### config.mk
export PLATFORM = sky130hd
export DESIGN_NAME = tcr_ctrl
export DESIGN_NICKNAME = d
export VERILOG_FILES = /design/src/hw/rtl/tcr_pkg.sv /design/src/hw/rtl/tcr_ctrl.sv
export SDC_FILE = /design/constraint.sdc
export NUM_CORES = 1
export LEC_CHECK = 0
export ABC_AREA = 1
export BUFFER_PORTS_ARGS = -buffer_cell sky130_fd_sc_hd__buf_4
export CAP_MARGIN = 20
export CORE_AREA = 3 3 53 55
export DETAILED_ROUTE_END_ITERATION = 7
export DIE_AREA = 0 0 56 58
export PLACE_DENSITY = 0.78
export SLEW_MARGIN = 15
export SYNTH_ARGS = -nofsm -noshare
export SYNTH_HDL_FRONTEND = slang
export SYNTH_SLANG_ARGS = --single-unit
export TNS_END_PERCENT = 30
### constraint.sdc
create_clock -name clk_i -period 1.7 [get_ports clk_i]
set_input_delay 0.51 -clock clk_i [delete_from_list [all_inputs] [get_ports clk_i]]
set_output_delay 0.51 -clock clk_i [all_outputs]
set_load 0.03 [all_outputs]
### src/hw/rtl/tcr_pkg.sv
// ----------------------------------------------------------------------------
// tcr_pkg: shared types and constants of the corridor resampler
// Item types, register indexes, command and status bundles, fixed-point limits.
// ----------------------------------------------------------------------------
`default_nettype none

package tcr_pkg;

  localparam int unsigned FRAC_BITS = 12;

  // 1e-6 m threshold: l2 * 10^12 < 2^(2*FRAC_BITS) <=> l2 < SKIP_LIM
  localparam logic [63:0] TEN12    = 64'd1000000000000;
  localparam logic [65:0] SKIP_LIM =
    66'(((64'd1 << (2 * FRAC_BITS)) + TEN12 - 64'd1) / TEN12);
  // near vertical: h2 * 10^12 < h2 + z2 <=> h2 * (10^12 - 1) < z2
  localparam logic [39:0] VERT_K   = 40'd999999999999;

  localparam int unsigned SQ_W   = 66;
  localparam int unsigned ROOT_W = 34;
  localparam int unsigned REM_W  = 37;
  localparam int unsigned DIST_W = 40;
  localparam int unsigned NUM_W  = 49;

  localparam logic [5:0] SQRT_STEPS = 6'd33;
  localparam logic [5:0] DIV_STEPS  = 6'd17;

  localparam logic [15:0] HW_RESET   = 16'd7373;
  localparam logic [21:0] STEP_RESET = 22'd4096;

  // configuration register indexes
  localparam logic [1:0] CFG_HALF_WIDTH  = 2'd0;
  localparam logic [1:0] CFG_SAMPLE_STEP = 2'd1;

  // line tags
  localparam logic [1:0] LINE_LEFT   = 2'd0;
  localparam logic [1:0] LINE_RIGHT  = 2'd1;
  localparam logic [1:0] LINE_CENTER = 2'd2;
  localparam logic [1:0] LINE_SUM    = 2'd3;

  typedef struct packed {
    logic signed [31:0] pos_x;
    logic signed [31:0] pos_y;
    logic signed [31:0] pos_z;
    logic               first_pose;
    logic               last_pose;
  } in_item_t;

  typedef struct packed {
    logic [1:0]         line_sel;
    logic signed [31:0] out_x;
    logic signed [31:0] out_y;
    logic signed [31:0] out_z;
    logic               sides_kept;
    logic               status_code;
    logic               run_end;
  } out_item_t;

  typedef enum logic [2:0] {
    MUL_NONE, MUL_XX, MUL_YY, MUL_ZZ, MUL_HWY, MUL_HWX
  } mul_sel_e;

  typedef enum logic [1:0] {
    IT_SQRT_L, IT_SQRT_H, IT_DIV_Y, IT_DIV_X
  } it_sel_e;

  typedef enum logic [2:0] {
    EK_FIRST_L, EK_FIRST_R, EK_FIRST_C, EK_LEFT, EK_RIGHT, EK_CENTER,
    EK_SUM_OK, EK_SUM_BAD
  } emit_kind_e;

  typedef struct packed {
    logic       load_in;
    logic       start_traj;
    mul_sel_e   mul_sel;
    logic       sum_l2;
    logic       it_start;
    it_sel_e    it_sel;
    logic       dist_upd;
    logic       side_take;
    logic       center_take;
    logic       set_vert_ofs;
    logic       set_ofs;
    logic       pc_set2;
    logic       pc_clr;
    logic       prev_upd;
    logic       cp_inc;
    logic       emit;
    emit_kind_e emit_kind;
    logic       flush;
  } cmd_t;

  typedef struct packed {
    logic start_cond;
    logic lp;
    logic skip;
    logic side_hit;
    logic center_hit;
    logic vertical;
    logic pose_one;
    logic cp_low;
    logic it_done;
    logic pend_v;
    logic ob_free;
  } status_t;

endpackage

`default_nettype wire

### src/hw/rtl/tcr_ctrl.sv
// ----------------------------------------------------------------------------
// tcr_ctrl: corridor resampler sequencer
// Walks one pose through squares, roots, divisions and the emission order.
// ----------------------------------------------------------------------------
`default_nettype none

module tcr_ctrl (
  input  wire logic              clk_i,
  input  wire logic              rst_ni,
  input  wire logic              in_valid_i,
  output logic                   in_stall_o,
  input  wire tcr_pkg::status_t  st_i,
  output tcr_pkg::cmd_t          cmd_o
);

  localparam logic [4:0] S_IDLE = 5'd0,  S_DECIDE = 5'd1,  S_MYY = 5'd2,  S_MZZ = 5'd3;
  localparam logic [4:0] S_SUML = 5'd4,  S_SQL = 5'd5,     S_WL = 5'd6,   S_F0 = 5'd7;
  localparam logic [4:0] S_F1 = 5'd8,    S_F2 = 5'd9,      S_DUPD = 5'd10, S_SCHK = 5'd11;
  localparam logic [4:0] S_SQH = 5'd12,  S_WH = 5'd13,     S_MULY = 5'd14, S_DIVY = 5'd15;
  localparam logic [4:0] S_WDY = 5'd16,  S_MULX = 5'd17,   S_DIVX = 5'd18, S_WDX = 5'd19;
  localparam logic [4:0] S_OFS = 5'd20,  S_EL = 5'd21,     S_ER = 5'd22,  S_CCHK = 5'd23;
  localparam logic [4:0] S_EC = 5'd24,   S_LAST = 5'd25,   S_FB = 5'd26,  S_SUM = 5'd27;
  localparam logic [4:0] S_SUM1 = 5'd28, S_FIN = 5'd29;

  logic [4:0] state_q, state_d;

  always_comb begin
    state_d = state_q;
    cmd_o   = '0;
    case (state_q)
      S_IDLE: if (in_valid_i) begin
        cmd_o.load_in = 1'b1;
        state_d = S_DECIDE;
      end
      S_DECIDE: begin
        if (st_i.start_cond) begin
          cmd_o.start_traj = 1'b1;
          state_d = st_i.lp ? S_SUM1 : S_FIN;
        end else begin
          cmd_o.mul_sel = tcr_pkg::MUL_XX;
          state_d = S_MYY;
        end
      end
      S_MYY: begin cmd_o.mul_sel = tcr_pkg::MUL_YY; state_d = S_MZZ; end
      S_MZZ: begin cmd_o.mul_sel = tcr_pkg::MUL_ZZ; state_d = S_SUML; end
      S_SUML: begin cmd_o.sum_l2 = 1'b1; state_d = S_SQL; end
      S_SQL: begin
        cmd_o.it_start = 1'b1;
        cmd_o.it_sel   = tcr_pkg::IT_SQRT_L;
        state_d = S_WL;
      end
      S_WL: if (st_i.it_done) state_d = st_i.pose_one ? S_F0 : S_DUPD;
      // held first pose on all three lines
      S_F0: if (st_i.ob_free) begin
        cmd_o.emit = 1'b1;  cmd_o.emit_kind = tcr_pkg::EK_FIRST_L;  state_d = S_F1;
      end
      S_F1: if (st_i.ob_free) begin
        cmd_o.emit = 1'b1;  cmd_o.emit_kind = tcr_pkg::EK_FIRST_R;  state_d = S_F2;
      end
      S_F2: if (st_i.ob_free) begin
        cmd_o.emit = 1'b1;  cmd_o.emit_kind = tcr_pkg::EK_FIRST_C;
        cmd_o.pc_set2 = 1'b1;
        state_d = S_DUPD;
      end
      S_DUPD: begin cmd_o.dist_upd = 1'b1; state_d = S_SCHK; end
      S_SCHK: begin
        if (!st_i.skip && st_i.side_hit) begin
          cmd_o.side_take = 1'b1;
          if (st_i.vertical) begin
            cmd_o.set_vert_ofs = 1'b1;
            state_d = S_EL;
          end else begin
            state_d = S_SQH;
          end
        end else begin
          state_d = S_CCHK;
        end
      end
      // horizontal length, then |sy| and |sx| scaled by half width over it
      S_SQH: begin
        cmd_o.it_start = 1'b1;  cmd_o.it_sel = tcr_pkg::IT_SQRT_H;  state_d = S_WH;
      end
      S_WH:   if (st_i.it_done) state_d = S_MULY;
      S_MULY: begin cmd_o.mul_sel = tcr_pkg::MUL_HWY; state_d = S_DIVY; end
      S_DIVY: begin
        cmd_o.it_start = 1'b1;  cmd_o.it_sel = tcr_pkg::IT_DIV_Y;  state_d = S_WDY;
      end
      S_WDY:  if (st_i.it_done) state_d = S_MULX;
      S_MULX: begin cmd_o.mul_sel = tcr_pkg::MUL_HWX; state_d = S_DIVX; end
      S_DIVX: begin
        cmd_o.it_start = 1'b1;  cmd_o.it_sel = tcr_pkg::IT_DIV_X;  state_d = S_WDX;
      end
      S_WDX:  if (st_i.it_done) state_d = S_OFS;
      S_OFS:  begin cmd_o.set_ofs = 1'b1; state_d = S_EL; end
      S_EL: if (st_i.ob_free) begin
        cmd_o.emit = 1'b1;  cmd_o.emit_kind = tcr_pkg::EK_LEFT;  state_d = S_ER;
      end
      S_ER: if (st_i.ob_free) begin
        cmd_o.emit = 1'b1;  cmd_o.emit_kind = tcr_pkg::EK_RIGHT;  state_d = S_CCHK;
      end
      S_CCHK: begin
        cmd_o.prev_upd = 1'b1;
        if (st_i.center_hit) begin
          cmd_o.center_take = 1'b1;
          state_d = S_EC;
        end else begin
          state_d = S_LAST;
        end
      end
      S_EC: if (st_i.ob_free) begin
        cmd_o.emit = 1'b1;  cmd_o.emit_kind = tcr_pkg::EK_CENTER;  state_d = S_LAST;
      end
      S_LAST: begin
        if (st_i.lp) state_d = st_i.cp_low ? S_FB : S_SUM;
        else         state_d = S_FIN;
      end
      // centre fallback point keeps the centre line at two points
      S_FB: if (st_i.ob_free) begin
        cmd_o.emit = 1'b1;  cmd_o.emit_kind = tcr_pkg::EK_CENTER;
        cmd_o.cp_inc = 1'b1;
        state_d = S_SUM;
      end
      S_SUM: if (st_i.ob_free) begin
        cmd_o.emit = 1'b1;  cmd_o.emit_kind = tcr_pkg::EK_SUM_OK;
        cmd_o.pc_clr = 1'b1;
        state_d = S_FIN;
      end
      S_SUM1: if (st_i.ob_free) begin
        cmd_o.emit = 1'b1;  cmd_o.emit_kind = tcr_pkg::EK_SUM_BAD;
        cmd_o.pc_clr = 1'b1;
        state_d = S_FIN;
      end
      // hand the staged item over, tagged as the last of this pose
      S_FIN: begin
        if (!st_i.pend_v) begin
          state_d = S_IDLE;
        end else if (st_i.ob_free) begin
          cmd_o.flush = 1'b1;
          state_d = S_IDLE;
        end
      end
      default: state_d = S_IDLE;
    endcase
  end

  always_ff @(posedge clk_i or negedge rst_ni) begin
    if (!rst_ni) begin
      state_q <= S_IDLE;
    end else begin
      state_q <= state_d;
    end
  end

  assign in_stall_o = (state_q != S_IDLE);

`ifndef ASSERT_OFF
  a_move_needs_room: assert property (@(posedge clk_i) disable iff (!rst_ni)
    (cmd_o.flush || (cmd_o.emit && st_i.pend_v)) |-> st_i.ob_free)
    else $error("result moved into a full output register");
  a_idle_drained: assert property (@(posedge clk_i) disable iff (!rst_ni)
    (state_q == S_IDLE) |-> !st_i.pend_v)
    else $error("staged result left behind at idle");
  a_start_clean: assert property (@(posedge clk_i) disable iff (!rst_ni)
    cmd_o.start_traj |-> !st_i.pend_v)
    else $error("trajectory restart with a staged result");
  a_load_idle: assert property (@(posedge clk_i) disable iff (!rst_ni)
    cmd_o.load_in |=> (state_q == S_DECIDE) && !st_i.pend_v)
    else $error("pose taken while busy");
`endif

endmodule

`default_nettype wire

==> flow_metrics.py, run 1 <==
metrics = {
    "placement": {
        "place.gp.congestion": 0.974,
        "io_buffers": 37,
        "hpwl_mm": 4.04,
    },
    "floorplanning": {
        "dieHeight_um": 58,
        "rows": 18,
        "start_util": 0.434,
        "dieWidth_um": 56,
        "boundaryPins": 38,
    },
    "timing": {
        "worstEpCategory": "output port",
        "grt_repair_worst_endpoint": "cmd_o[10]",
    },
    "clock_network": {
        "cts-buffers-inserted": 3,
        "cts_root_buffer": "clkbuf_4",
        "cts_buffer_depth": 2,
        "cts.sinks": 5,
        "htree_num_levels": 1,
    },
    "yosys": {
        "synth.avg_cell_area_um2": 4.82,
        "ys_top_cells_by_area": "nand2_1, nor2_1, nand3_1, dfrtp_1, inv_1",
        "synth_top_family_by_area": "simple AND/OR/NAND/NOR gates",
        "synthCells": 219,
        "syn_area_um2": 1050,
        "synthAdderAreaFrac": 0,
        "yosysUniqueCellTypes": 21,
        "synthMuxAreaShare": 0,
        "yosys.area.top_type_share": 0.210,
        "yosys.area_share.simple": 0.638,
        "synth_compound_area_frac": 0.101,
        "ys_ff_latch": 5,
        "synth_xor_xnor_area_share": 0,
        "yosys.area.top_type": "nand2_1",
        "synth_nets": 233,
        "ys_seq_area_frac": 0.119,
        "ys_warn_count": 0,
    },
    "status": {
        "firstError": "[ERROR DPL-0038] Utilization greater than 100%, impossible to legalize",
        "haltStage": "5_1_grt",
        "status": "aborted with a tool error",
    },
    "global_route": {
        "grt_max_degree": 9,
    },
}
==> synth_stat cells <==
| cell type | count |
|---|---|
| nand2_1 | 59 |
| nor2_1 | 49 |
| inv_1 | 29 |
| nand3_1 | 29 |
| nand4_1 | 6 |
| dfrtp_1 | 5 |
| o21ai_0 | 5 |
| a21oi_1 | 4 |
| nor2_2 | 4 |
| nor3_1 | 4 |
| o21ai_1 | 4 |
| a31oi_1 | 3 |
| buf_2 | 3 |
| inv_2 | 3 |
| nand2_2 | 3 |
| o211ai_1 | 3 |
| nand3b_1 | 2 |
| buf_4 | 1 |
| clkbuf_1 | 1 |
| clkinv_1 | 1 |
| nor4_1 | 1 |
==> cell families after synthesis <==
logic type | after synthesis
simple gates | 157
buf+inv | 38
compound gates | 19
flops | 5
==> repair_timing <==
action                                  4_1_cts
pin swaps                                     7
gates resized for setup                      61
buffers inserted                              6
gates cloned                                  0
hold buffers                                  0
endpoints found under the setup margin       29
==> through the flow <==
step | cells | setup slack [ns] | setup TNS, ns | cell area [um^2]
4_1_cts | 353 | -0.359 | -6.96 | 2250
3_5_place_dp | 344 | -0.277 | -3.77 | 1980
3_3_place_gp | 344 | -0.205 | -3.05 | 1980
2_1_floorplan | 219 | -0.158 | -1.14 | 1230
==> run 2, diff against run 1 <==
--- a/config.mk
+++ b/config.mk
@@ -8,10 +8,10 @@
 export ABC_AREA = 1
 export BUFFER_PORTS_ARGS = -buffer_cell sky130_fd_sc_hd__buf_4
 export CAP_MARGIN = 20
-export CORE_AREA = 3 3 53 55
+export CORE_AREA = 3 3 64 66
 export DETAILED_ROUTE_END_ITERATION = 7
-export DIE_AREA = 0 0 56 58
-export PLACE_DENSITY = 0.78
+export DIE_AREA = 0 0 67 69
+export PLACE_DENSITY_LB_ADDON = 0.15
 export SLEW_MARGIN = 15
 export SYNTH_ARGS = -nofsm -noshare
 export SYNTH_HDL_FRONTEND = slang
==> constraint.sdc (replaced) <==
create_clock -name clk_i -period 2.2 [get_ports clk_i]
set_input_delay 0.66 -clock clk_i [delete_from_list [all_inputs] [get_ports clk_i]]
set_output_delay 0.66 -clock clk_i [all_outputs]
set_load 0.03 [all_outputs]
==> run 2 against run 1 <==
  * Synthesized area unchanged
  * The flow now finishes, with violations (negative setup slack)
  * Synthesized cell count unchanged
==> flow_metrics.py, run 2 <==
metrics = {
    "timing": {
        "setup_viol_count_final": 1,
        "hold_violations": 0,
        "tightest_slew_ns": 0.306,
        "whs_ns": 0.230,
        "fmax_ghz": 0.453,
        "fin_crit_ns": 2.21,
        "finalWorstSetupSlack_ns": -0.00613,
        "rsz0062_at_grt": "true",
        "period_share": 1.00,
        "skew_ns": 0.00200,
        "maxSlewViolCount": 0,
        "max_slew_margin": 0.796,
    },
    "route": {
        "viasPerCell": 4.94,
        "routed_wl_mm": 4.35,
        "ant_nets": 0,
        "drtIter0Drc": 119,
        "vias": 1674,
        "detail_route.wl_per_cell_um": 12.8,
        "drcViolationCount": 0,
        "dr.pass1.iters": 4,
    },
    "placement": {
        "io_buffers": 37,
        "hpwl_mm": 3.48,
        "place.gp.congestion": 1.00,
    },
    "worst_setup_path": {
        "cp_data_required_time_ns": 1.54,
        "worstSetupPathType": "reg2out",
        "crit_arrival_ns": 1.55,
        "cp-end-kind": "output pin",
        "cp_max_fo": 7,
        "critPathLaunchType": "flip-flop",
    },
    "clock_network": {
        "cts_root_buffer": "clkbuf_8",
        "cts_tree": "built",
        "htree_num_levels": 1,
        "clkLatencyLatePin_ns": 0.22,
        "cts-buffers-inserted": 3,
        "cts_buffer_depth": 2,
        "cts.clk_slew.worst_paths_ns": 0.04,
        "cts.sinks": 5,
    },
    "status": {
        "violations": "negative setup slack",
        "status": "finished, violations left",
    },
    "layout": {
        "largest_reg_flops": 5,
        "diodes": 0,
        "regMostFlops": "state_q",
        "drive_gt1_frac": 0.385,
        "area_delta_synth_final_pct": 69.6,
        "fin_nets": 306,
        "final_common_cell": "buf_4",
        "fill_cells": 421,
        "layout_common_cells": "buf_4, nand2_1, nor2_1",
        "top_regs": "state_q x5",
        "final_core_util": 0.492,
    },
    "yosys": {
        "synth_ff_type": "dfrtp_1",
        "yosys.area.top_type": "nand2_1",
        "yosysMostFrequentCell": "nand2_1",
        "ys_async_sr_fraction": 1.00,
        "ys_warn_count": 0,
        "synth_edf_count": 0,
        "synth.avg_cell_area_um2": 4.82,
        "synth_common_cells": "nand2_1, nor2_1, inv_1, nand3_1, nand4_1",
        "syn_area_um2": 1050,
        "ys_top_cells_by_area": "nand2_1, nor2_1, nand3_1, dfrtp_1, inv_1",
        "synth_nets": 233,
        "synthCells": 219,
        "yosys.area.top_type_share": 0.210,
        "yosysUniqueCellTypes": 21,
        "ys_seq_area_frac": 0.119,
        "ys_ff_latch": 5,
    },
    "global_route": {
        "grt_pass1_vias": 1514,
        "antenna_found_initial": 0,
        "grt_max_degree": 13,
        "grt_util_all_layers": 0.187,
        "grt_pass1_wl_mm": 6.98,
        "grt_overflow": 0,
    },
    "floorplanning": {
        "rows": 22,
        "start_util": 0.290,
        "core_area_um2": 3630,
        "dieHeight_um": 69,
        "boundaryPins": 38,
        "dieWidth_um": 67,
        "fp.dieArea_um2": 4620,
    },
    "power": {
        "powerDensity_nw_per_um2": 1310,
        "p_leak_uw": 0.00103,
        "power.ir.vdd_worst_mv": 0.467,
    },
    "flow_run": {
        "maxCapViolations": 0,
    },
    "worst_hold_path": {
        "hp-class": "in2async",
    },
}
[run 2: kinds of logic (layout without fill, tap and decap cells)]
group | Yosys count | count (layout) | synth area share
buffers and inverters | 38 | 110 | 0.142
and+or+nand+nor | 157 | 157 | 0.638
AOI/OAI and AO/OA | 19 | 19 | 0.101
DFF | 5 | 5 | 0.119
[run 2: worst paths after layout]
check | from | to | slack (ns) | cells past startpoint
setup / recovery | state_q[4]$_DFFE_PN0P_ | cmd_o[2] | -0.006 | 6
hold / removal | rst_ni | state_q[4]$_DFFE_PN0P_ | 0.23 | 1
setup reg to reg | state_q[3]$_DFFE_PN0P_ | state_q[2]$_DFFE_PN0P_ | 0.35 | 10
hold reg to reg | state_q[3]$_DFFE_PN0P_ | state_q[3]$_DFFE_PN0P_ | 0.64 | 2
max in group asynchronous | rst_ni | state_q[3]$_DFFE_PN0P_ | 1.85 | 1
min in group clk_i | state_q[3]$_DFFE_PN0P_ | state_q[3]$_DFFE_PN0P_ | 0.64 | 2
[run 2: final cells by class]
class                      instances  area [um^2]  area share
multi-input combinational        176          868       0.485
timing repair buffer              73          556       0.310
sequential                         5          131      0.0734
inverter                          33          129      0.0720
tap                               48         60.1      0.0336
clock buffer                       4         45.0      0.0252
[run 2: worst max-delay path, cell delays in order, from the launching register on]
cell,delay (ns)
dfrtp_2,0.46
buf_4,0.16
nand3_2,0.10
nor2_1,0.07
nor2_1,0.24
a31oi_1,0.12
buf_4,0.18
[run 2: repair_timing]
action | in CTS | in global routing
setup endpoints to repair | 14 | 16
hold buffers | 0 | 0
gates resized for setup | 16 | 20
setup buffers | 0 | 8
pin swaps | 0 | 3
[run 2: metrics by stage]
step | area [um^2] | instances | worst slack [ns] | setup TNS (ns) | power [uW]
floorplan | 1070 | 219 | -0.0949 | -0.243 | 1250
global placement | 1590 | 327 | 0.123 | 0 | 1900
detailed placement | 1590 | 327 | 0.121 | 0 | 1890
CTS | 1670 | 331 | -0.0186 | -0.0242 | 2120
global route | 1790 | 339 | -0.0701 | -0.322 | 2550
finish | 1790 | 339 | -0.00613 | -0.00613 | 2350
[run 2: metal layers]
layer | global-route usage | part of all wire | vias to the layer above
li1 | - | - | 844
met1 | 0.275 | 0.44 | 731
met2 | 0.278 | 0.46 | 89
met3 | 0.0358 | 0.080 | 10
met4 | 0.0450 | 0.017 | 0
met5 | 0 | 0 | -
[run 2: report_power, final]
part / internal, uW / switching (uW)
Clock: 125 / 47.3
Combinational: 742 / 1160
Sequential: 153 / 120
Note: power is estimated with default switching activity, not from simulation.
